File: config.mk
export PLATFORM = sky130hd
export DESIGN_NAME = ascc_cordic
export DESIGN_NICKNAME = d
export VERILOG_FILES = /design/src/design/ascc_pkg.sv /design/src/design/ascc_cordic.sv
export SDC_FILE = /design/constraint.sdc
export NUM_CORES = 1
export LEC_CHECK = 0
export BUFFER_PORTS_ARGS = -buffer_cell sky130_fd_sc_hd__buf_4
export CORE_MARGIN = 5
export CORE_UTILIZATION = 45
export CTS_CLUSTER_SIZE = 16
export DETAILED_ROUTE_END_ITERATION = 7
export PLACE_DENSITY = 0.59
export SYNTH_ARGS = -nofsm -noshare
export SYNTH_HDL_FRONTEND = slang
export SYNTH_SLANG_ARGS = --single-unit
export TNS_END_PERCENT = 10
File: constraint.sdc
create_clock -name aclk -period 10.5 [get_ports aclk]
set_clock_uncertainty 0.1 [all_clocks]
set_input_delay 1.575 -clock aclk [delete_from_list [all_inputs] [get_ports aclk]]
set_output_delay 1.575 -clock aclk [all_outputs]
set_load 0.01 [all_outputs]
File: src/design/ascc_pkg.sv
// Shared types, widths, constants and helpers of the collision check block
package ascc_pkg;

    // Port widths
    localparam int S_TDATA_W  = 128;
    localparam int S_TUSER_W  = 1;
    localparam int M_TDATA_W  = 64;
    localparam int CFG_IDX_W  = 3;
    localparam int CFG_DATA_W = 31;

    // Working widths
    localparam int SW = 36;
    typedef logic signed [SW-1:0] sval_t;
    localparam int CW = 40;
    typedef logic signed [CW-1:0] cvec_t;
    typedef logic signed [33:0] ang_t;

    // Iteration counts of the shared units
    localparam int CORDIC_STEPS = 24;
    localparam int CORDIC_CNT_W = $clog2(CORDIC_STEPS);
    localparam int SQRT_STEPS   = 32;
    localparam int SQRT_CNT_W   = $clog2(SQRT_STEPS);
    localparam int DIV_W        = 45;
    localparam int DIV_CNT_W    = $clog2(DIV_W);
    localparam logic [DIV_W-1:0] DIV_NUM = {1'b1, {(DIV_W-1){1'b0}}};

    // Operation codes
    localparam logic OP_LOAD  = 1'b0;
    localparam logic OP_POINT = 1'b1;

    // Register indexes
    localparam logic [CFG_IDX_W-1:0] CFG_CAR_LENGTH      = 3'd0;
    localparam logic [CFG_IDX_W-1:0] CFG_CAR_WIDTH       = 3'd1;
    localparam logic [CFG_IDX_W-1:0] CFG_AXLE_SPACING    = 3'd2;
    localparam logic [CFG_IDX_W-1:0] CFG_SAFETY_MARGIN   = 3'd3;
    localparam logic [CFG_IDX_W-1:0] CFG_START_CLEARANCE = 3'd4;

    // Geometry constants
    localparam logic [31:0]      STRAIGHT_LIMIT = 32'd2685;
    localparam logic [DIV_W-1:0] RADIUS_MAX     = 45'd1073741824;
    localparam logic [30:0]      VAL31_MAX      = 31'h7FFF_FFFF;
    localparam ang_t ANG_PI      = 34'sd843314857;
    localparam ang_t ANG_HALF_PI = 34'sd421657428;
    localparam ang_t ANG_TWO_PI  = 34'sd1686629713;

    localparam ang_t ATAN_HEAD [10] = '{
        34'sd210828714, 34'sd124459457, 34'sd65760959, 34'sd33381290, 34'sd16755422,
        34'sd8385879, 34'sd4193963, 34'sd2097109, 34'sd1048571, 34'sd524287
    };

    // Rotation angle of CORDIC step i in signed Q5.28 radians
    function automatic ang_t atan_step(input logic [5:0] i);
        ang_t r;
        if (i < 6'd10) begin
            r = ATAN_HEAD[i[3:0]];
        end else if (i <= 6'd28) begin
            r = ang_t'(1) << (6'd28 - i);
        end else begin
            r = '0;
        end
        return r;
    endfunction

    // Magnitude of a signed working value
    function automatic logic [SW-1:0] smag(input sval_t v);
        logic [SW-1:0] r;
        r = v[SW-1] ? unsigned'(-v) : unsigned'(v);
        return r;
    endfunction

    // Smaller of two magnitudes
    function automatic logic [SW-1:0] umin(input logic [SW-1:0] a, input logic [SW-1:0] b);
        logic [SW-1:0] r;
        r = (a < b) ? a : b;
        return r;
    endfunction

endpackage

File: src/design/ascc_cordic.sv
// Vectoring CORDIC: angle of a vector, one micro-rotation per cycle
module ascc_cordic (
    input  logic                  aclk,
    input  logic                  aresetn,
    input  logic                  start,
    input  ascc_pkg::cvec_t       x_in,
    input  ascc_pkg::cvec_t       y_in,
    output logic                  done,
    output ascc_pkg::ang_t        angle
);
    import ascc_pkg::*;

    logic                    busy_reg;
    logic                    done_reg;
    logic [CORDIC_CNT_W-1:0] cnt_reg;
    cvec_t                   x_reg;
    cvec_t                   y_reg;
    ang_t                    z_reg;
    cvec_t                   dx;
    cvec_t                   dy;
    ang_t                    step_ang;

    always_comb begin
        dx       = y_reg >>> cnt_reg;
        dy       = x_reg >>> cnt_reg;
        step_ang = atan_step(6'(cnt_reg));
    end

    always_ff @(posedge aclk) begin
        if (!aresetn) begin
            busy_reg <= 1'b0;
            done_reg <= 1'b0;
        end else begin
            done_reg <= 1'b0;
            if (start) begin
                busy_reg <= 1'b1;
                cnt_reg  <= '0;
                // Fold the left half plane onto the right
                if (!x_in[CW-1]) begin
                    x_reg <= x_in;
                    y_reg <= y_in;
                    z_reg <= '0;
                end else if (!y_in[CW-1]) begin
                    x_reg <= y_in;
                    y_reg <= -x_in;
                    z_reg <= ANG_HALF_PI;
                end else begin
                    x_reg <= -y_in;
                    y_reg <= x_in;
                    z_reg <= -ANG_HALF_PI;
                end
            end else if (busy_reg) begin
                // Rotate towards the x axis
                if (y_reg > 0) begin
                    x_reg <= x_reg + dx;
                    y_reg <= y_reg - dy;
                    z_reg <= z_reg + step_ang;
                end else begin
                    x_reg <= x_reg - dx;
                    y_reg <= y_reg + dy;
                    z_reg <= z_reg - step_ang;
                end
                cnt_reg <= cnt_reg + 1'b1;
                if (cnt_reg == CORDIC_CNT_W'(CORDIC_STEPS - 1)) begin
                    busy_reg <= 1'b0;
                    done_reg <= 1'b1;
                end
            end
        end
    end

    assign done  = done_reg;
    assign angle = z_reg;

endmodule

==> Word level (Yosys, flattened, before mapping) <==
Memories as Yosys holds them, arrays and structs flattened.
Cells that the tools add are included.
{ "op_classes": {"n_lt_le_gt_ge": 4, "addsub": 10, "muxes": 24, "reduce_logical": 3, "bitwise_logic": 3, "n_shift": 3, "n_eq_ne": 1} }
{ "ops": {"columns": ["cell", "n"], "rows": [
  ["two-way mux 40 bit", 10],
  ["two-way mux 34 bit", 9],
  ["adder 40 bit", 2],
  ["negation 40 bit", 2],
  [">>> shifter 40 x 5 -> 40 bit", 2],
  ["subtractor 40 bit", 2],
  ["greater-than comparator 40 x 1 -> 1 bit (second input constant)", 1],
  ["adder 34 bit", 1],
  ["left shift 1 x 6 -> 34 bit (first input constant)", 1],
  ["subtractor 34 bit", 1],
  ["subtractor 5 x 5 -> 6 bit (first input constant)", 1],
  ["adder 5 x 1 -> 5 bit (second input constant)", 1],
  ["== test 5 bit (second input constant)", 1],
  ["greater-or-equal comparator 5 bit (second input constant)", 1],
  ["less-or-equal comparator 5 bit (second input constant)", 1],
  ["less-than comparator 5 x 4 -> 1 bit (second input constant)", 1],
  ["two-way mux 5 bit", 1],
  ["NOT 4 -> 5 bit", 1],
  ["two-way mux 1 bit", 4],
  ["OR reduction 3 bit", 1],
  ["NOT 1 bit", 2],
  ["AND reduction 2 bit", 1],
  ["nonzero test 2 bit", 1]
]} }
{ "totals": {"n_memories": 1, "regBits": 121, "input_bits": 83, "word_cells": 55, "rom_bits": 544} }
{ "mem_list": {"columns": ["name", "depth", "width", "rd", "rd_clocked_by_memory_dff", "write_ports", "line", "rtl"], "rows": [
  ["(name not given)", 16, 34, 1, 0, 0, "ascc_pkg.sv:55", "r = ATAN_HEAD[i[3:0]];"]
]} }

==> Longest topological paths before layout <==
Gate-level depths: netlist of the first run.
{ "logic_depth": {"depth_word": 9, "ltp_mapped": 32} }

==> Least setup slack after synthesis of the first run <==
OpenSTA, ideal clock, no wires.
{ "synth_path": {"kind": "flip-flop to flip-flop", "start": "reg cnt_reg[1]", "end": "reg z_reg[33] (netlist: angle[33]), data pin", "setup_ns": 0.269, "path_stages_with_launch": 28, "setup_slack_ns": 3.858, "t_required_ns": 10.131, "arrival_ns": 6.273, "synth_period_minus_slack_ns": 6.642, "path_cell_list": "edfxtp_1 > buf_2 > inv_1 > buf_2 > buf_2 > buf_2 > buf_1 > ha_1 > inv_1 > ha_1 > a211oi_1 > a2111oi_0 > and3_1 > o2111ai_1 > nor3b_1 > nor2_1 > xor2_1 > ha_1 > a211oi_1 > nor2_1 > o41ai_1 > o2bb2a_1 > o311ai_0 > a21oi_1 > o211ai_1 > a41oi_1 > xnor2_1 > o21ai_0"} }
{ "synth_between": {"elab_chain_len": 9} }
{ "synth_rtl": {"columns": ["item", "line", "rtl"], "rows": [
  ["start: declaration", "ascc_cordic.sv:15", "logic [CORDIC_CNT_W-1:0] cnt_reg;"],
  ["start signal: assignment", "ascc_cordic.sv:63", "cnt_reg <= cnt_reg + 1'b1;"],
  ["NOT 4 -> 5 bit (not written as such)", "ascc_pkg.sv:55", null],
  ["memory read (16 x 34 bit)", null, null],
  ["two-way mux 34 bit (not written as such) (2 in a row)", "ascc_pkg.sv:55", null],
  ["two-way mux 34 bit (*)", "ascc_pkg.sv:54", "if (i < 6'd10) begin"],
  ["subtractor 34 bit or adder 34 bit (tied branches)", "ascc_cordic.sv:61, ascc_cordic.sv:57", null],
  ["two-way mux 34 bit (*)", "ascc_cordic.sv:54", "if (y_reg > 0) begin"],
  ["two-way mux 34 bit (*)", "ascc_cordic.sv:52", "end else if (busy_reg) begin"],
  ["two-way mux 34 bit (*)", "ascc_cordic.sv:35", "if (start) begin"],
  ["end signal: assignment", "ascc_cordic.sv:50", "z_reg <= -ANG_HALF_PI;"],
  ["end signal: assignment", "ascc_cordic.sv:57", "z_reg <= z_reg + step_ang;"],
  ["end signal: assignment", "ascc_cordic.sv:61", "z_reg <= z_reg - step_ang;"],
  ["end: declaration", "ascc_cordic.sv:18", "ang_t z_reg;"]
]} }
Every way passes the cells marked *; elsewhere a longest branch is shown, timed or not. The select of a mux whose other input is x is not followed.
A chain may end at the register's enable or synchronous reset.

==> Final worst setup path of the first run <==
{ "layout_path": {"start": "reg cnt_reg[0]", "end": "reg z_reg[33] (netlist: angle[33]), data pin"} }
The elaborated chain is that of the path after synthesis.

==> results.toml, run 1 <==
[detailed_routing]
dr.pass1.iters = 6
vias = 22800
drc = 0
totalWireLength_um = 89600
antenna_left = 0
first_iter_violations = 3050
wire_per_inst_um = 26.6
viasPerCell = 6.78

[worst_setup_path]
rr_worst_depth = 22
crit_arrival_ns = 7.89
endpoint_kind = "flip-flop"
crit_path_start_kind = "flip-flop"
critPathKind = "reg -> reg"
crit_fanout = 14
crit_required_ns = 10.59

[finish]
final_cell_mix = "nand2_1 (246), o21ai_0 (245), nor2_1 (175)"
final_common_cell = "nand2_1"
drive_gt1_frac = 0.144
final_nets = 2907
final_area_um2 = 23900
antenna_cells = 0
area_growth_pct = 7.92

[clock_network]
htree_levels = 4
clock_path_buffers = 2
post_cts_resized = 0
clock_sinks = 121
post_cts_buffers = 0
cts-root-buf = "clkbuf_16"
cts_hold_buf = 0
cts-buffers-inserted = 17
clkTransAtPathRegs_ns = 0.07
insertion_delay_ns = 0.49
cts_tree = "done"

[die]
rows = 81
core_um2 = 48800
floorplan.initialDensity = 0.454
die_h_um = 232
num_io_pins = 118
die-area_um2 = 53800
die-width_um = 232

[timing]
drv_slew = 0
holdWs_ns = 0.393
finalCritPeriodShare = 0.743
finalSetupViolCount = 0
hold_viol_final = 0
rsz0062_at_grt = "false"
slew_headroom = 0.150
tightest_slew_ns = 1.27
period_minus_slack_ns = 7.80
finalSetupTns_ns = 0
max_freq_mhz = 128

[placement]
dpl.hpwl_um = 68600
place_congestion = 0.978
place_area_um2 = 23300
portBuffers = 117

[pwr]
pwr-share-seq = 0.192
clkPwrFrac = 0.137
p_comb_frac = 0.671
leakage_uw = 0.00890
p_int_uw = 2420
swShare = 0.497
ir_drop_uv = 107
p_sw_uw = 2380
powerDensity_nw_per_um2 = 200

[global_routing]
grt_usage = 0.324
grt_first_pass_wirelength_um = 135000
grt_max_degree = 106
grt_pass1_vias = 21600
grt-ovfl-total = 0
antenna_found_initial = 3

[synth]
ys_ff_latch = 121
netlist_area_um2 = 22200
yosysUniqueCellTypes = 104
synth-seq-area-share = 0.163
synth_edf_count = 119
synth_nets = 2922
yosys_warnings = 0
syn_avg_cell_area_um2 = 8.19
synth_cells = 2709
yosys_most_used_dff = "edfxtp_1"
async_reset_ff_frac = 0

[outcome]
status = "finished clean"

[run]
maxCapViolCount = 0

[min_path]
hold_depth = 1
worstHoldPathType = "reg -> reg"
## cell usage after synthesis, types with 11 or more instances
cell / n / area share
a2111oi_0: 12 / 0.0047
a211oi_1: 39 / 0.013
a21o_1: 56 / 0.019
a21oi_1: 170 / 0.038
a22oi_1: 11 / 0.0037
a31oi_1: 40 / 0.011
and2_1: 16 / 0.0045
and3_1: 22 / 0.0062
buf_1: 29 / 0.0049
buf_2: 29 / 0.0065
clkbuf_1: 111 / 0.019
edfxtp_1: 119 / 0.16
ha_1: 127 / 0.072
inv_1: 57 / 0.0096
mux2_2: 67 / 0.034
mux2i_1: 90 / 0.041
mux4_2: 84 / 0.085
nand2_1: 246 / 0.042
nand2b_1: 35 / 0.0099
nand3_1: 53 / 0.012
nand4_1: 22 / 0.0062
nor2_1: 176 / 0.030
nor2b_1: 36 / 0.010
nor3_1: 63 / 0.014
nor3b_1: 20 / 0.0068
nor4_1: 28 / 0.0079
o211ai_1: 84 / 0.028
o21a_1: 17 / 0.0058
o21ai_0: 245 / 0.055
o21bai_1: 11 / 0.0037
o221ai_1: 11 / 0.0043
o22ai_1: 20 / 0.0056
o31ai_1: 34 / 0.012
o41ai_1: 15 / 0.0059
or2_2: 19 / 0.0054
or3_1: 32 / 0.0090
or4_1: 13 / 0.0044
xnor2_1: 131 / 0.052
xor2_1: 125 / 0.049
## kinds of logic (layout without fill, tap and decap cells)
group / Yosys count / after routing / synth area share
xor+xnor: 256 / 256 / 0.101
flops: 121 / 121 / 0.163
mux: 246 / 246 / 0.164
compound gates: 890 / 890 / 0.264
simple gates: 820 / 820 / 0.185
fa+ha+maj: 130 / 130 / 0.0743
buf+inv: 246 / 244 / 0.0495
## stage by stage
stage,utilization,std cells,setup WS [ns],total power (uW)
final,0.490,3371,2.70,4800
after CTS,0.490,3371,2.92,4720
after detailed placement,0.477,3339,2.98,4040
after global routing,0.490,3371,2.13,5120
after floorplan,-,2709,3.86,3160
after global placement,0.477,3339,2.97,4010
## power by group through the flow
| stage | registers, uW | clock network (uW) | logic, uW |
|---|---|---|---|
| after CTS | 898 | 670 | 3150 |
| after detailed placement | 908 | 0 | 3130 |
| after floorplan | 795 | 0 | 2360 |
| after global routing | 919 | 690 | 3510 |
| final | 921 | 660 | 3220 |
| after global placement | 908 | 0 | 3100 |
## layer usage
metal | track usage | part of all wire | wire length, um | vias up
li1 | - | - | - | 10400
met1 | 0.475 | 0.44 | 39700 | 11000
met2 | 0.457 | 0.41 | 36600 | 1241
met3 | 0.0966 | 0.12 | 10400 | 189
met4 | 0.101 | 0.033 | 2920 | 0
met5 | 0 | 0 | 0 | -
## worst paths after layout
| path | from | end | slack, ns |
|---|---|---|---|
| max reg2reg | cnt_reg[0]$_SDFFCE_PP0P_ | angle[33]$_DFFE_PP_ | 2.70 |
| min | busy_reg$_SDFF_PN0_ | done$_SDFF_PP0_ | 0.39 |
| min reg2reg | busy_reg$_SDFF_PN0_ | done$_SDFF_PP0_ | 0.39 |
| max | cnt_reg[0]$_SDFFCE_PP0P_ | angle[33]$_DFFE_PP_ | 2.70 |
## final cells by class
cell class | count | area, um^2
inverters | 61 | 229
flip-flops and latches | 121 | 3610
fillers | 4809 | 24900
repair buffers | 151 | 1150
multi-input cells | 2342 | 17500
well taps | 664 | 831
clock buffers | 17 | 425
clock inverters | 15 | 200
## worst max-delay path: stages (launching register included)
cell and delay (ns):
edfxtp_1 0.70, inv_1 0.39, ha_1 0.49, nor3b_1 0.21
o21ai_0 0.41, a211oi_1 0.21, a2111oi_0 0.82, and3_1 0.36
o2111ai_1 0.20, nor2_1 0.37, nor2_1 0.09, xor2_1 0.28
ha_1 0.37, o21ai_0 0.11, nor2_1 0.07, o41ai_1 0.45
o2bb2a_1 0.21, o311ai_0 0.29, a21oi_1 0.59, o211ai_1 0.23
a41oi_1 0.28, xnor2_1 0.14, o21ai_0 0.10
Note: power is estimated with default switching activity, not from simulation.
==> inputs of run 2 (changes only) <==
==> constraint.sdc (replaced) <==
create_clock -name aclk -period 8.05 [get_ports aclk]
set_clock_uncertainty 0.1 [all_clocks]
set_input_delay 1.2075 -clock aclk [delete_from_list [all_inputs] [get_ports aclk]]
set_output_delay 1.2075 -clock aclk [all_outputs]
set_load 0.01 [all_outputs]
==> run 2 against run 1 <==
Effect of this change: combinational power up 32%; core utilization rose by 0.39 points; wire length is 2.9% higher; sequential power up 32%; largest power group unchanged; non-clock buffer count up 21; register-to-register slack got worse by 1.9 ns; flip-flop and latch count unchanged.
==> results.toml, run 2 (synthesized netlist as in run 1, its figures left out) <==
[timing]
tightest_slew_ns = 1.06
period_minus_slack_ns = 7.28
rsz0062_at_grt = "false"
finalCritPeriodShare = 0.904
finalSetupTns_ns = 0
finalSetupViolCount = 0
slew_headroom = 0.290
max_freq_mhz = 137
drv_slew = 0
holdWs_ns = 0.392
hold_viol_final = 0

[detailed_routing]
dr.pass1.iters = 6
antenna_left = 0
totalWireLength_um = 92200
vias = 23200
first_iter_violations = 3234
viasPerCell = 6.83
wire_per_inst_um = 27.2
drc = 0

[pwr]
powerDensity_nw_per_um2 = 262
p_comb_frac = 0.673
swShare = 0.501
p_sw_uw = 3170
leakage_uw = 0.00903
finalPower_uw = 6330
clkPwrFrac = 0.134
ir_drop_uv = 176
pwr-share-seq = 0.193
p_int_uw = 3160

[worst_setup_path]
rr_worst_depth = 21
r2r-end = "y_reg[39]$_DFFE_PP_"
cp_cell_sequence = "buf_4, nor2_1, mux2_1, o21ai_1, o221ai_1, or4_4, or4b_4, a21o_1, o31ai_1, xnor2_1, ha_1, o21ai_0, nand2b_1, nand4_1, a211oi_1, nor2_1, o211ai_1, nand2_1, o2111ai_1, xnor2_1, o21ai_1"
crit_arrival_ns = 7.40
endpoint_kind = "flip-flop"
r2r_setup_slack_ns = 0.77
critPathKind = "reg -> reg"
cpPeakStageDelay_ns = 0.65
crit_fanout = 41
startpoint = "cnt_reg[0]$_SDFFCE_PP0P_"
crit_required_ns = 8.17
critPathCapture = "y_reg[39]$_DFFE_PP_"
cp_slowest_cell = "edfxtp_1"
r2r-start = "cnt_reg[0]$_SDFFCE_PP0P_"
crit_path_start_kind = "flip-flop"

[finish]
final_common_cell = "nand2_1"
fin_cells = 3392
final_area_um2 = 24100
final_cell_mix = "nand2_1 (246), o21ai_0 (245), nor2_1 (175)"
antenna_cells = 0
drive_gt1_frac = 0.150
fill_cells = 4873
area_growth_pct = 8.79
final_nets = 2928

[die]
die-area_um2 = 53800
die_h_um = 232
rows = 81
num_io_pins = 118
floorplan.initialDensity = 0.454
die-width_um = 232
core_um2 = 48800

[min_path]
hold_depth = 1
worstHoldPathType = "reg -> reg"

[placement]
dp_cells = 3360
place_congestion = 1.03
dpl.hpwl_um = 71100
place_area_um2 = 23500
portBuffers = 117

[global_routing]
grt_first_pass_wirelength_um = 136000
antenna_found_initial = 3
grt_max_degree = 103
grt_pass1_vias = 21300
grt_usage = 0.331
grt-ovfl-total = 0

[outcome]
status = "finished clean"

[clock_network]
insertion_delay_ns = 0.49
post_cts_buffers = 0
cts-root-buf = "clkbuf_16"
clock_path_buffers = 2
htree_levels = 4
cts-buffers-inserted = 17
clock_sinks = 121
cts_hold_buf = 0
clkTransAtPathRegs_ns = 0.07
post_cts_resized = 0
cts_tree = "done"

[run]
maxCapViolCount = 0
==> run 2: layout make-up <==
cell class              instances  area, um^2  area share
well taps                     664         831      0.0344
multi-input cells            2342       17500       0.725
clock inverters                15         189     0.00783
clock buffers                  17         425      0.0176
flip-flops and latches        121        3610       0.150
repair buffers                172        1360      0.0562
inverters                      61         229     0.00949
==> run 2: per-stage QoR <==
| step | setup slack (ns) | util |
|---|---|---|
| after global routing | 0.308 | 0.494 |
| after CTS | 0.760 | 0.494 |
| final | 0.774 | 0.494 |
| after detailed placement | 0.802 | 0.482 |
| after global placement | 0.817 | 0.482 |
| after floorplan | 1.41 | - |
==> run 2: worst min-delay path by stage <==
stage | from | endpoint
final | busy_reg$_SDFF_PN0_ | done$_SDFF_PP0_
after global routing | busy_reg$_SDFF_PN0_ | done$_SDFF_PP0_
after CTS | busy_reg$_SDFF_PN0_ | done$_SDFF_PP0_
after detailed placement | busy_reg$_SDFF_PN0_ | done$_SDFF_PP0_
after global placement | busy_reg$_SDFF_PN0_ | done$_SDFF_PP0_
after floorplan | busy_reg$_SDFF_PN0_ | done$_SDFF_PP0_
==> run 2: per-layer routing <==
layer / part of all wire / wire, um / track usage
met4: 0.037 / 3430 / 0.118
met1: 0.43 / 40000 / 0.489
met3: 0.11 / 10500 / 0.0763
met2: 0.41 / 38200 / 0.471
met5: 0.000087 / 8 / 0
==> run 2: critical path: cells and delay by family (launching register included) <==
kind | cells | cell delay (ns)
compound gates | 9 | 2.74
xor+xnor | 2 | 0.28
fa+ha+maj | 1 | 0.36
buf+inv | 1 | 0.58
flops | 1 | 0.65
mux | 1 | 0.35
simple gates | 7 | 1.91
==> run 2: power by group through the flow <==
| stage | logic [uW] | clock network (uW) | registers [uW] |
|---|---|---|---|
| 6_report | 4260 | 850 | 1220 |
| 5_1_grt | 4610 | 893 | 1220 |
| 4_1_cts | 4160 | 868 | 1190 |
| 3_5_place_dp | 4130 | 0 | 1200 |
| 3_3_place_gp | 4110 | 0 | 1200 |
| 2_1_floorplan | 3080 | 0 | 1040 |
