### src/design/ascc_pkg.sv
// Shared types, widths, constants and helpers of the collision check block
package ascc_pkg;

    // Port widths
    localparam int S_TDATA_W  = 128;
    localparam int S_TUSER_W  = 1;
    localparam int M_TDATA_W  = 64;
    localparam int CFG_IDX_W  = 3;
    localparam int CFG_DATA_W = 31;

    // Working widths
    localparam int SW = 36;
    typedef logic signed [SW-1:0] sval_t;
    localparam int CW = 40;
    typedef logic signed [CW-1:0] cvec_t;
    typedef logic signed [33:0] ang_t;

    // Iteration counts of the shared units
    localparam int CORDIC_STEPS = 24;
    localparam int CORDIC_CNT_W = $clog2(CORDIC_STEPS);
    localparam int SQRT_STEPS   = 32;
    localparam int SQRT_CNT_W   = $clog2(SQRT_STEPS);
    localparam int DIV_W        = 45;
    localparam int DIV_CNT_W    = $clog2(DIV_W);
    localparam logic [DIV_W-1:0] DIV_NUM = {1'b1, {(DIV_W-1){1'b0}}};

    // Operation codes
    localparam logic OP_LOAD  = 1'b0;
    localparam logic OP_POINT = 1'b1;

    // Register indexes
    localparam logic [CFG_IDX_W-1:0] CFG_CAR_LENGTH      = 3'd0;
    localparam logic [CFG_IDX_W-1:0] CFG_CAR_WIDTH       = 3'd1;
    localparam logic [CFG_IDX_W-1:0] CFG_AXLE_SPACING    = 3'd2;
    localparam logic [CFG_IDX_W-1:0] CFG_SAFETY_MARGIN   = 3'd3;
    localparam logic [CFG_IDX_W-1:0] CFG_START_CLEARANCE = 3'd4;

    // Geometry constants
    localparam logic [31:0]      STRAIGHT_LIMIT = 32'd2685;
    localparam logic [DIV_W-1:0] RADIUS_MAX     = 45'd1073741824;
    localparam logic [30:0]      VAL31_MAX      = 31'h7FFF_FFFF;
    localparam ang_t ANG_PI      = 34'sd843314857;
    localparam ang_t ANG_HALF_PI = 34'sd421657428;
    localparam ang_t ANG_TWO_PI  = 34'sd1686629713;

    localparam ang_t ATAN_HEAD [10] = '{
        34'sd210828714, 34'sd124459457, 34'sd65760959, 34'sd33381290, 34'sd16755422,
        34'sd8385879, 34'sd4193963, 34'sd2097109, 34'sd1048571, 34'sd524287
    };

    // Rotation angle of CORDIC step i in signed Q5.28 radians
    function automatic ang_t atan_step(input logic [5:0] i);
        ang_t r;
        if (i < 6'd10) begin
            r = ATAN_HEAD[i[3:0]];
        end else if (i <= 6'd28) begin
            r = ang_t'(1) << (6'd28 - i);
        end else begin
            r = '0;
        end
        return r;
    endfunction

    // Magnitude of a signed working value
    function automatic logic [SW-1:0] smag(input sval_t v);
        logic [SW-1:0] r;
        r = v[SW-1] ? unsigned'(-v) : unsigned'(v);
        return r;
    endfunction

    // Smaller of two magnitudes
    function automatic logic [SW-1:0] umin(input logic [SW-1:0] a, input logic [SW-1:0] b);
        logic [SW-1:0] r;
        r = (a < b) ? a : b;
        return r;
    endfunction

endpackage

### src/design/ascc_sqrt.sv
// Bit-serial floored square root of a 64-bit value, two radicand bits per cycle
module ascc_sqrt (
    input  logic        aclk,
    input  logic        aresetn,
    input  logic        start,
    input  logic [63:0] radicand,
    output logic        done,
    output logic [31:0] root
);
    import ascc_pkg::*;

    logic                  busy_reg;
    logic                  done_reg;
    logic [SQRT_CNT_W-1:0] cnt_reg;
    logic [63:0]           rad_reg;
    logic [33:0]           rem_reg;
    logic [31:0]           root_reg;
    logic [35:0]           rem_sh;
    logic [35:0]           trial;
    logic                  take;

    // One digit of the root per step
    always_comb begin
        rem_sh = {rem_reg, rad_reg[63:62]};
        trial  = {2'b00, root_reg, 2'b01};
        take   = rem_sh >= trial;
    end

    always_ff @(posedge aclk) begin
        if (!aresetn) begin
            busy_reg <= 1'b0;
            done_reg <= 1'b0;
        end else begin
            done_reg <= 1'b0;
            if (start) begin
                busy_reg <= 1'b1;
                cnt_reg  <= '0;
                rad_reg  <= radicand;
                rem_reg  <= '0;
                root_reg <= '0;
            end else if (busy_reg) begin
                rad_reg <= {rad_reg[61:0], 2'b00};
                if (take) begin
                    rem_reg  <= 34'(rem_sh - trial);
                    root_reg <= {root_reg[30:0], 1'b1};
                end else begin
                    rem_reg  <= rem_sh[33:0];
                    root_reg <= {root_reg[30:0], 1'b0};
                end
                cnt_reg <= cnt_reg + 1'b1;
                if (cnt_reg == SQRT_CNT_W'(SQRT_STEPS - 1)) begin
                    busy_reg <= 1'b0;
                    done_reg <= 1'b1;
                end
            end
        end
    end

    assign done = done_reg;
    assign root = root_reg;

endmodule

### config.mk
export PLATFORM = sky130hd
export DESIGN_NAME = ascc_sqrt
export DESIGN_NICKNAME = d
export VERILOG_FILES = /design/src/design/ascc_pkg.sv /design/src/design/ascc_sqrt.sv
export SDC_FILE = /design/constraint.sdc
export NUM_CORES = 1
export LEC_CHECK = 0
export BUFFER_PORTS_ARGS = -buffer_cell sky130_fd_sc_hd__buf_4
export CELL_PAD_IN_SITES_DETAIL_PLACEMENT = 0
export CELL_PAD_IN_SITES_GLOBAL_PLACEMENT = 1
export CORE_AREA = 2 2 102 203
export CTS_BUF_LIST = sky130_fd_sc_hd__clkbuf_8 sky130_fd_sc_hd__clkbuf_16
export DETAILED_ROUTE_END_ITERATION = 10
export DIE_AREA = 0 0 104 205
export GPL_ROUTABILITY_DRIVEN = 0
export PLACE_DENSITY = 0.71
export SETUP_SLACK_MARGIN = 0.02
export SLEW_MARGIN = 20
export SYNTH_ARGS = -nofsm -noshare
export SYNTH_HDL_FRONTEND = slang
export SYNTH_SLANG_ARGS = --single-unit
### constraint.sdc
create_clock -name aclk -period 6.2 [get_ports aclk]
set_input_delay 0.62 -clock aclk [delete_from_list [all_inputs] [get_ports aclk]]
set_output_delay 0.62 -clock aclk [all_outputs]
set_load 0.02 [all_outputs]
Word-level counts from Yosys, hierarchy flattened. Cells that the tools add are included.

Register bits: 137. Bits of input ports: 67. Output and inout port bits: 33. Word-level logic and storage cells: 26.

Add/subtract/negate cells: 2. $lt $le $gt $ge: 1. Eq/ne operators: 1. Mux-type cells: 11. Bitwise logic cells: 2. Reduce and logical (&&, ||, !) cells: 3.

Operators with widths (number): $mux 64 (2); $mux 34 (2); $ge 36x34->1 (1); $sub 34x34->34 (1); $mux 32 (1); $add 5x1->5 const B (1); $eq 5x5->1 const B (1); $mux 1 (5); $mux 5 (1); $reduce_or 3->1 (1); $not 1->1 (2); $reduce_and 2->1 (1); $reduce_bool 2->1 (1).

Logic depth before layout (Yosys ltp). Gate-level depths: netlist (run 1).

Depth in word-level cells: 4. Mapped depth: 14. Depth with buffers taken out: 11.

Worst setup path before layout (run 1). Ideal clock, no wire load.

Path type: input to register. Start: input start. End: register cnt_reg[0], enable pin. Library setup time: 0.506 ns. Arrival time: 3.986 ns. Required time: 5.694 ns. Path slack: 1.707 ns. Cell stages on the path: 2. Path buffers: 1. Cell sequence: clkbuf_1 -> o21a_1.

Word-level cells in the longest chain between the ends: 2.

Ends and longest elaborated chain: start, declared (RTL line ascc_sqrt.sv:5) `input logic start,`; $reduce_bool 2->1 (no line); $reduce_and 2->1 (no line); end signal, assigned (RTL line ascc_sqrt.sv:50) `cnt_reg <= cnt_reg + 1'b1;`; end, declared (RTL line ascc_sqrt.sv:14) `logic [SQRT_CNT_W-1:0] cnt_reg;`.

No other way between the ends. A chain may end at the register's enable or synchronous reset.

Final worst setup path (run 1).
Start: register root_reg[0] (netlist: root[0]). End: register rem_reg[12] (data pin).

Word-level cells in the longest chain between the ends: 3. Elaborated cells on any way between the ends: 4. Classes of those cells: 1 x add/sub; 1 x order compare; 2 x mux.

Ends and longest elaborated chain: start, declared (RTL line ascc_sqrt.sv:17) `logic [31:0] root_reg;`; start signal, assigned (RTL line ascc_sqrt.sv:45) `root_reg <= {root_reg[30:0], 1'b1};`; start signal, assigned (RTL line ascc_sqrt.sv:48) `root_reg <= {root_reg[30:0], 1'b0};`; $sub 34x34->34 / $ge 36x34->1 (equally long branches) (RTL line ascc_sqrt.sv:44, ascc_sqrt.sv:26); $mux 34 * (RTL line ascc_sqrt.sv:43) `if (take) begin`; $mux 34 * (RTL line ascc_sqrt.sv:41) `end else if (busy_reg) begin`; end signal, assigned (RTL line ascc_sqrt.sv:44) `rem_reg <= 34'(rem_sh - trial);`; end signal, assigned (RTL line ascc_sqrt.sv:47) `rem_reg <= rem_sh[33:0];`; end, declared (RTL line ascc_sqrt.sv:16) `logic [33:0] rem_reg;`.

Every way passes the cells marked *; elsewhere a longest branch is shown, timed or not. The select of a mux whose other input is x is not followed.

==> impl_metrics.tcl, run 1 <==
set metrics [dict create \
    syn_area_per_cell_um2 11.5 \
    worstPathRequired_ns 6.48 \
    cp_num_cells 11 \
    synth_area_leader_cell "edfxtp_1" \
    reg2regPathDepth 11 \
    finalInstanceArea_um2 9030 \
    total_leakage_power_uw 0.00365 \
    clockBufferDepth 2 \
    clk_pin_slew_ns 0.06 \
    max-cap-violations 0 \
    synth.top_cell.area_share_pct 53.4 \
    die_x_um 104 \
    dieArea_um2 21300 \
    post-route-util_pct 45.8 \
    grt_pass1_wl_um 27200 \
    hold_violations 0 \
    cts-root-buf "clkbuf_16" \
    crit_path_end_kind "register" \
    peakVddDrop_mv 0.234 \
    postSynthCellCount 661 \
    synth_edf_count 135 \
    crit_top_cell "a21oi_1" \
    syn-num-nets 764 \
    crit_path_top_delay_cell "or3b_2" \
    multi_input_area_um2 3140 \
    drive_gt1_share_pct 27.2 \
    final-setup-viol-count 0 \
    crit_type "register to register" \
    slew_viol_final 0 \
    cp_data_arrival_time_ns 3.73 \
    cp_top_family "simple AND/OR/NAND/NOR gates" \
    final.setup_skew_ns 0.0198 \
    crit_path_cell_trace "inv_1 > ha_1 > nand2b_1 > a211o_1 > a21oi_1 > a221o_1 > nor4_2 > o21ai_2 > nand2_2 > or3b_2 > a21oi_1" \
    path_buf_inv 1 \
    place_hpwl_um 12200 \
    startpoint_type "register" \
    ys_ff_latch 137 \
    wl_per_cell_um 16.7 \
    fp.dieH_um 205 \
    antenna_found_initial 0 \
    status "complete, no violations" \
    async_flop_share_pct 0 \
    final_cell_mix "edfxtp_1 (135), buf_4 (101), nand2_1 (64)" \
    slew_headroom_pct 32.8 \
    dr_total_vias 5240 \
    cts_buffers 17 \
    period_minus_slack_ns 3.45 \
    hold_class "input pin to register" \
    grt_util_all_layers_pct 16.4 \
    min_path_cells 2 \
    p_per_area_nw_per_um2 298 \
    slowest_delay_ns 0.63 \
    htree_levels 4 \
    period_share_pct 55.6 \
    final_antenna_net_count 0 \
    post_cts.repair.setup_buffers 0 \
    synth_area_um2 7590 \
    grt_pass1_vias 5629 \
    register_area_um2 4090 \
    syn2layout_area_growth_pct 19.0 \
    gr-total-overflow 0 \
    portBuffers 99 \
    cts_resized 0 \
    largest_register_ffs 64 \
    cts_tree "built" \
    clk_latency_ns 0.44 \
    io_pins 100 \
    coreArea_um2 19700 \
    via_per_inst 5.12 \
    place_area_um2 8500 \
    finalNetCount 853 \
    synthTopCellsByArea "edfxtp_1 (53%), mux2_2 (9.2%), ha_1 (5.9%), a21oi_1 (3.4%), nand2_1 (3.2%)" \
    grt_max_degree 82 \
    layout_commonest_cell "edfxtp_1" \
    drc 0 \
    wirelength_um 17100 \
    reg2reg_slack_ns 2.75 \
    ys_warn_count 0 \
    cp_max_fo 35 \
    insertedDiodeCount 0 \
    rows 73 \
    drt_iter0_markers 186 \
    fmax_ghz 0.290 \
    ys_seq_area_share_pct 54.0 \
    tightest_slew_ns 1.01 \
    fillers 1924 \
    rsz0062_at_grt "no" \
    synth_cell_types 59 \
    cts_sinks 137 \
    fin_setup_tns_ns 0 \
    ys.flop_type "edfxtp_1" \
    dr.pass1.iters 4 \
    start_util_pct 38.5 \
    holdBufCountCts 0 \
]
==> layer usage <==
metal | track usage (%) | vias to the layer above | wire [um]
met5 | 0 | - | 0
met4 | 8.64 | 0 | 336
met3 | 4.68 | 17 | 804
met2 | 31.6 | 125 | 9940
met1 | 15.4 | 2518 | 6030
li1 | - | 2580 | -
==> layout make-up <==
class / instances / share of cell area [%]
Clock buffer: 17 / 4.71
Clock inverter: 13 / 1.21
Inverter: 46 / 1.91
Multi-Input combinational cell: 447 / 34.8
Sequential cell: 137 / 45.3
Tap cell: 262 / 3.63
Timing Repair Buffer: 101 / 8.40
==> synthesized netlist by cell type, drive strengths merged (2+ instances only) <==
cell type	count
a211oi	9
or3b	2
clkbuf	19
nand2	65
o21ai	25
nand2b	6
a21oi	53
buf	12
xnor2	15
nor2	57
inv	46
nor2b	7
a31oi	4
o211ai	5
dfxtp	2
o21a	6
nor3	7
nand4	7
and2	4
or4	2
or3	7
xor2	9
o21bai	3
mux2i	3
mux2	62
a221o	3
o211a	2
edfxtp	135
a21o	15
ha	36
a22oi	2
a21boi	2
nand3	8
and3	8
==> worst register-to-register path: cells and delay by family, from the launching register on <==
| kind | cells | cell delay (ns) |
|---|---|---|
| buf+inv | 1 | 0.08 |
| compound gates | 5 | 1.20 |
| flops | 1 | 0.40 |
| fa+ha+maj | 1 | 0.33 |
| simple gates | 4 | 1.28 |
==> power breakdown <==
| part | leakage [uW] | switching [uW] | total [uW] | internal (uW) |
|---|---|---|---|---|
| Combinational | 0.00206 | 352 | 610 | 258 |
| Sequential | 0.00132 | 31.9 | 1150 | 1120 |
| Clock | 0.000266 | 392 | 934 | 542 |
==> through the flow <==
stage | setup slack [ns] | total power (uW) | hold slack, ns | cells
floorplan | 1.71 | 1630 | 0.454 | 661
global placement | 2.72 | 1770 | 0.484 | 993
detailed placement | 2.61 | 1780 | 0.496 | 993
CTS | 2.71 | 2730 | 0.423 | 1023
global route | 2.48 | 2830 | 0.433 | 1023
finish | 2.75 | 2690 | 0.453 | 1023
==> cells by family (layout without fill, tap and decap cells) <==
| logic type | count (synthesis) | after routing | share of synthesized area, % |
|---|---|---|---|
| and+or+nand+nor | 186 | 186 | 11.5 |
| DFF | 137 | 137 | 54.0 |
| xor gates and xnor gates | 24 | 24 | 2.77 |
| buffers and inverters | 77 | 177 | 4.72 |
| muxes | 65 | 65 | 9.60 |
| adders and majority gates | 36 | 36 | 5.94 |
| AOI/OAI and AO/OA | 136 | 136 | 11.6 |
==> path summary, 6_finish.rpt <==
path / start / to
setup / recovery: root[0]$_SDFFCE_PP0P_ / rem_reg[12]$_SDFFCE_PP0P_
setup reg to reg: root[0]$_SDFFCE_PP0P_ / rem_reg[12]$_SDFFCE_PP0P_
hold / removal: aresetn / done$_SDFF_PP0_
hold reg to reg: busy_reg$_SDFF_PN0_ / done$_SDFF_PP0_
Note: power is estimated with default switching activity, not from simulation.
==> run 2, diff against run 1 <==
clock period = 3.54 ns   (was 6.2 ns; I/O delays follow)
==> impl_metrics.tcl, run 2 (synthesis gave the netlist of run 1 again) <==
set metrics [dict create \
    status "complete, no violations" \
    period_share_pct 91.0 \
    post_cts.repair.setup_buffers 0 \
    cts_resized 0 \
    io_pins 100 \
    insertedDiodeCount 0 \
    grt_use_met3_pct 5.25 \
    layout_commonest_cell "edfxtp_1" \
    max-cap-violations 0 \
    peakVddDrop_mv 0.370 \
    grt_pass1_vias 5678 \
    fillers 1935 \
    rsz0062_at_grt "no" \
    via_per_inst 5.18 \
    hold_class "input pin to register" \
    gr-total-overflow 0 \
    drc 0 \
    tightest_slew_ns 0.802 \
    p_per_area_nw_per_um2 533 \
    clk_latency_ns 0.44 \
    wirelength_um 17200 \
    grt.busiest_layer "met2" \
    cts_buffers 17 \
    cp_max_fo 15 \
    final.setup_skew_ns 0.0121 \
    fp.dieH_um 205 \
    fin_cells 1031 \
    dieArea_um2 21300 \
    fin_setup_tns_ns 0 \
    htree_levels 4 \
    cts_sinks 137 \
    rows 73 \
    syn2layout_area_growth_pct 20.3 \
    wl_per_cell_um 16.7 \
    place_hpwl_um 12500 \
    period_minus_slack_ns 3.22 \
    gr-usage-met2_pct 31.4 \
    cts-root-buf "clkbuf_16" \
    finalNetCount 859 \
    start_util_pct 38.5 \
    final_cell_mix "edfxtp_1 (135), buf_4 (106), nand2_1 (64)" \
    hold_violations 0 \
    final_antenna_net_count 0 \
    clockBufferDepth 2 \
    holdBufCountCts 0 \
    crit_path_end_kind "register" \
    grt_util_all_layers_pct 16.9 \
    antenna_found_initial 0 \
    slew_headroom_pct 46.5 \
    total_leakage_power_uw 0.00371 \
    clk_pin_slew_ns 0.06 \
    drt_iter0_markers 206 \
    coreArea_um2 19700 \
    grt.met1_usage_pct 16.4 \
    portBuffers 99 \
    largest_register_ffs 64 \
    crit_type "register to register" \
    place_inst 999 \
    slew_viol_final 0 \
    startpoint_type "register" \
    grt_pass1_wl_um 27900 \
    worstPathRequired_ns 3.73 \
    cts_tree "built" \
    die_x_um 104 \
    final-setup-viol-count 0 \
    cp_data_arrival_time_ns 3.41 \
    post-route-util_pct 46.3 \
    dr.pass1.iters 6 \
    drive_gt1_share_pct 27.6 \
    grt_max_degree 70 \
    fmax_ghz 0.310 \
    dr_total_vias 5342 \
]
==> run 2: cell type report <==
cell class | instances | area (um^2) | area share (%)
Timing Repair Buffer | 107 | 816 | 8.94
Tap cell | 262 | 328 | 3.59
Clock inverter | 14 | 134 | 1.47
Sequential cell | 137 | 4090 | 44.9
Inverter | 46 | 173 | 1.89
Multi-Input combinational cell | 447 | 3140 | 34.4
Clock buffer | 18 | 439 | 4.81
==> run 2: worst paths after layout <==
path	from	to	slack, ns	cells after the start
max	root[9]$_SDFFCE_PP0P_	rem_reg[22]$_SDFFCE_PP0P_	0.32	12
min reg2reg	busy_reg$_SDFF_PN0_	done$_SDFF_PP0_	0.50	1
max reg2reg	root[9]$_SDFFCE_PP0P_	rem_reg[22]$_SDFFCE_PP0P_	0.32	12
min	aresetn	done$_SDFF_PP0_	0.18	2
==> run 2: routing by layer <==
| metal | up-vias | wire (um) |
|---|---|---|
| met1 | 2594 | 6260 |
| li1 | 2591 | - |
| met2 | 117 | 9570 |
| met3 | 40 | 797 |
| met4 | 0 | 622 |
| met5 | - | 0 |
==> run 2: stage by stage <==
step                total power (uW)  worst slack (ns)  hold slack, ns  cell area (um^2)
CTS                             4920             0.310           0.161              9130
global route                    5100            0.0902           0.177              9130
finish                          4860             0.319           0.178              9130
floorplan                       2850             0.584           0.454              7590
detailed placement              3140             0.320           0.492              8550
global placement                3120             0.391           0.485              8550
==> run 2: worst max-delay path: stages, from the launching register on <==
cell and delay (ns):
edfxtp_1 0.34, inv_1 0.06, ha_1 0.39, a21oi_2 0.18, o211ai_1 0.11, a221o_1 0.37, a221o_1 0.36, nor4_2 0.23
o21ai_2 0.11, nand2_2 0.30, buf_4 0.25, nor2_1 0.07, a21o_1 0.21
==> run 2: where the power goes <==
| part | total [uW] | switching [uW] | leakage (uW) | internal [uW] |
|---|---|---|---|---|
| sequential | 2010 | 55.9 | 0.00132 | 1960 |
| clock | 1760 | 710 | 0.000288 | 1050 |
| combinational | 1090 | 622 | 0.00210 | 468 |
==> run 3, diff against run 2 <==
ABC_AREA = 1   (was unset)
CORE_AREA = 2 2 108 214   (was 2 2 102 203)
DIE_AREA = 0 0 110 216   (was 0 0 104 205)
HOLD_SLACK_MARGIN = 0.02   (was unset)
PLACE_DENSITY = 0.72   (was 0.71)
==> impl_metrics.tcl, run 3 <==
set metrics [dict create \
    yosys-top-cells-count "nand2_1 (532), inv_1 (166), nor2_1 (141)" \
    period_share_pct 71.2 \
    final-setup-viol-count 0 \
    cp_data_arrival_time_ns 2.72 \
    gr-total-overflow 0 \
    place_hpwl_um 16500 \
    synth_area_leader_cell "edfxtp_1" \
    fp.dieH_um 216 \
    synth_cell_types 31 \
    die_x_um 110 \
    power_uw 5080 \
    synth_xor_area_share_pct 1.85 \
    finalNetCount 1345 \
    htree_levels 4 \
    peakVddDrop_mv 0.478 \
    drt_iter0_markers 284 \
    p_per_area_nw_per_um2 499 \
    crit_path_end_kind "register" \
    drc 0 \
    final_cell_mix "nand2_1 (532), inv_1 (166), nor2_1 (141)" \
    grt_max_degree 100 \
    startpoint "rem_reg[23]$_SDFFCE_PP0P_" \
    hold_violations 0 \
    start_util_pct 38.5 \
    post_cts.repair.setup_buffers 0 \
    slew_viol_final 0 \
    dr_total_vias 7037 \
    postSynthCellCount 1146 \
    grt_util_all_layers_pct 19.7 \
    crit_path_top_delay_cell "edfxtp_1" \
    rsz0062_at_grt "no" \
    ys_seq_area_share_pct 48.2 \
    io_pins 100 \
    synth_edf_count 135 \
    startpoint_type "register" \
    tightest_slew_ns 1.08 \
    final.setup_skew_ns 0.0100 \
    clk_latency_ns 0.44 \
    hold_class "input pin to register" \
    via_per_inst 4.60 \
    cp_max_fo 5 \
    worstPathRequired_ns 3.74 \
    portBuffers 99 \
    slew_headroom_pct 28.3 \
    fmax_ghz 0.397 \
    dr.pass1.iters 4 \
    async_flop_share_pct 0 \
    layout_commonest_cell "nand2_1" \
    wl_per_cell_um 14.2 \
    ys.flop_type "edfxtp_1" \
    synthTopCellsByArea "edfxtp_1 (48%), nand2_1 (23%), inv_1 (7.3%), nor2_1 (6.2%), ha_1 (5.3%)" \
    synthMuxAreaShare_pct 0 \
    post-synth-top-count-cell "nand2_1" \
    grt_pass1_vias 7092 \
    syn_area_per_cell_um2 7.42 \
    syn2layout_area_growth_pct 19.6 \
    synth_top_family_by_area "simple AND/OR/NAND/NOR gates" \
    grt_pass1_wl_um 35300 \
    drive_gt1_share_pct 11.6 \
    slowest_delay_ns 0.42 \
    synth_compound_area_share_pct 1.91 \
    reg2regPathDepth 13 \
    crit_top_cell "nand2_1" \
    holdBufCountCts 0 \
    antenna_found_initial 0 \
    whs_ns 0.171 \
    cts_sinks 137 \
    rows 77 \
    syn-num-nets 1249 \
    reg2reg_slack_ns 1.02 \
    dieArea_um2 23800 \
    cts_resized 0 \
    synth_area_um2 8500 \
    clockBufferDepth 2 \
    ys_ff_latch 137 \
    insertedDiodeCount 0 \
    wirelength_um 21800 \
    ys_warn_count 0 \
    yosys.area_share.simple_pct 33.7 \
    cts-root-buf "clkbuf_16" \
    status "complete, no violations" \
    max-cap-violations 0 \
    final_antenna_net_count 0 \
    clk_pin_slew_ns 0.06 \
    crit_path_end "rem_reg[26]$_SDFFCE_PP0P_" \
    crit_path_cell_trace "ha_1 > nand2_1 > inv_1 > nand2_1 > nor3_1 > and2_1 > nand2_1 > nand2_1 > nand2_1 > nand2_1 > nand2_1 > nand2_1 > nor2_1" \
    r2r-end "rem_reg[26]$_SDFFCE_PP0P_" \
    synth_fa_ha_area_share_pct 5.30 \
    crit_type "register to register" \
    period_minus_slack_ns 2.52 \
    r2r_start "rem_reg[23]$_SDFFCE_PP0P_" \
    coreArea_um2 22100 \
    synth.top_cell.area_share_pct 47.7 \
    cts_buffers 17 \
    largest_register_ffs 64 \
    cts_tree "built" \
    fin_setup_tns_ns 0 \
    total_leakage_power_uw 0.00522 \
]
-- run 3: per-layer routing --
layer	vias to the layer above	part of all wire, %	track usage, %
met5	-	0	0
met4	0	4.2	9.70
met3	38	3.0	4.17
met2	113	55	36.1
met1	3167	38	20.4
li1	3719	-	-
-- run 3: report_power, final --
part / internal [uW] / total (uW) / switching [uW] / leakage [uW]
clock: 1180 / 1900 / 723 / 0.000303
combinational: 417 / 1170 / 756 / 0.00359
sequential: 1950 / 2000 / 53.3 / 0.00133
-- run 3: worst min-delay path by stage --
| stage | start | end | slack [ns] | depth (start not counted) |
|---|---|---|---|---|
| floorplan | busy_reg$_SDFF_PN0_ | done$_SDFF_PP0_ | 0.48 | 2 |
| global placement | rad_reg[0]$_SDFFCE_PN0P_ | rad_reg[2]$_DFFE_PP_ | 0.49 | 2 |
| detailed placement | rad_reg[60]$_DFFE_PP_ | rad_reg[62]$_DFFE_PP_ | 0.50 | 2 |
| CTS | radicand[1] | rad_reg[1]$_SDFFCE_PN0P_ | 0.14 | 3 |
| global route | radicand[25] | rad_reg[25]$_DFFE_PP_ | 0.17 | 3 |
| finish | radicand[1] | rad_reg[1]$_SDFFCE_PN0P_ | 0.17 | 3 |
-- run 3: cell type report --
type	count	area, um^2
Fill cell	2283	11900
Sequential cell	137	4090
Multi-Input combinational cell	812	3650
Timing Repair Buffer	106	821
Inverter	168	631
Clock buffer	17	425
Tap cell	276	345
Clock inverter	15	198
-- run 3: kinds of logic after synthesis --
logic type	Yosys count
AND/OR/NAND/NOR	728
buffers and inverters	197
flip-flops	137
adder cells (fa/ha/maj)	36
AO/OA/AOI/OAI	30
XOR/XNOR	18
-- run 3: critical path, delay by kind of cell, from the launching register on --
kind          cells  cell delay [ns]
fa+ha+maj         1             0.41
buf+inv           1             0.10
flops             1             0.42
simple gates     11             1.36
-- run 3: stage by stage --
stage	std cells	area, um^2	utilization (%)	setup WS (ns)
after floorplan	1146	8510	-	0.169
after global placement	1499	9540	43.2	1.02
after detailed placement	1499	9540	43.2	1.03
after CTS	1531	10200	46.1	1.01
after global routing	1531	10200	46.1	0.795
final	1531	10200	46.1	1.02
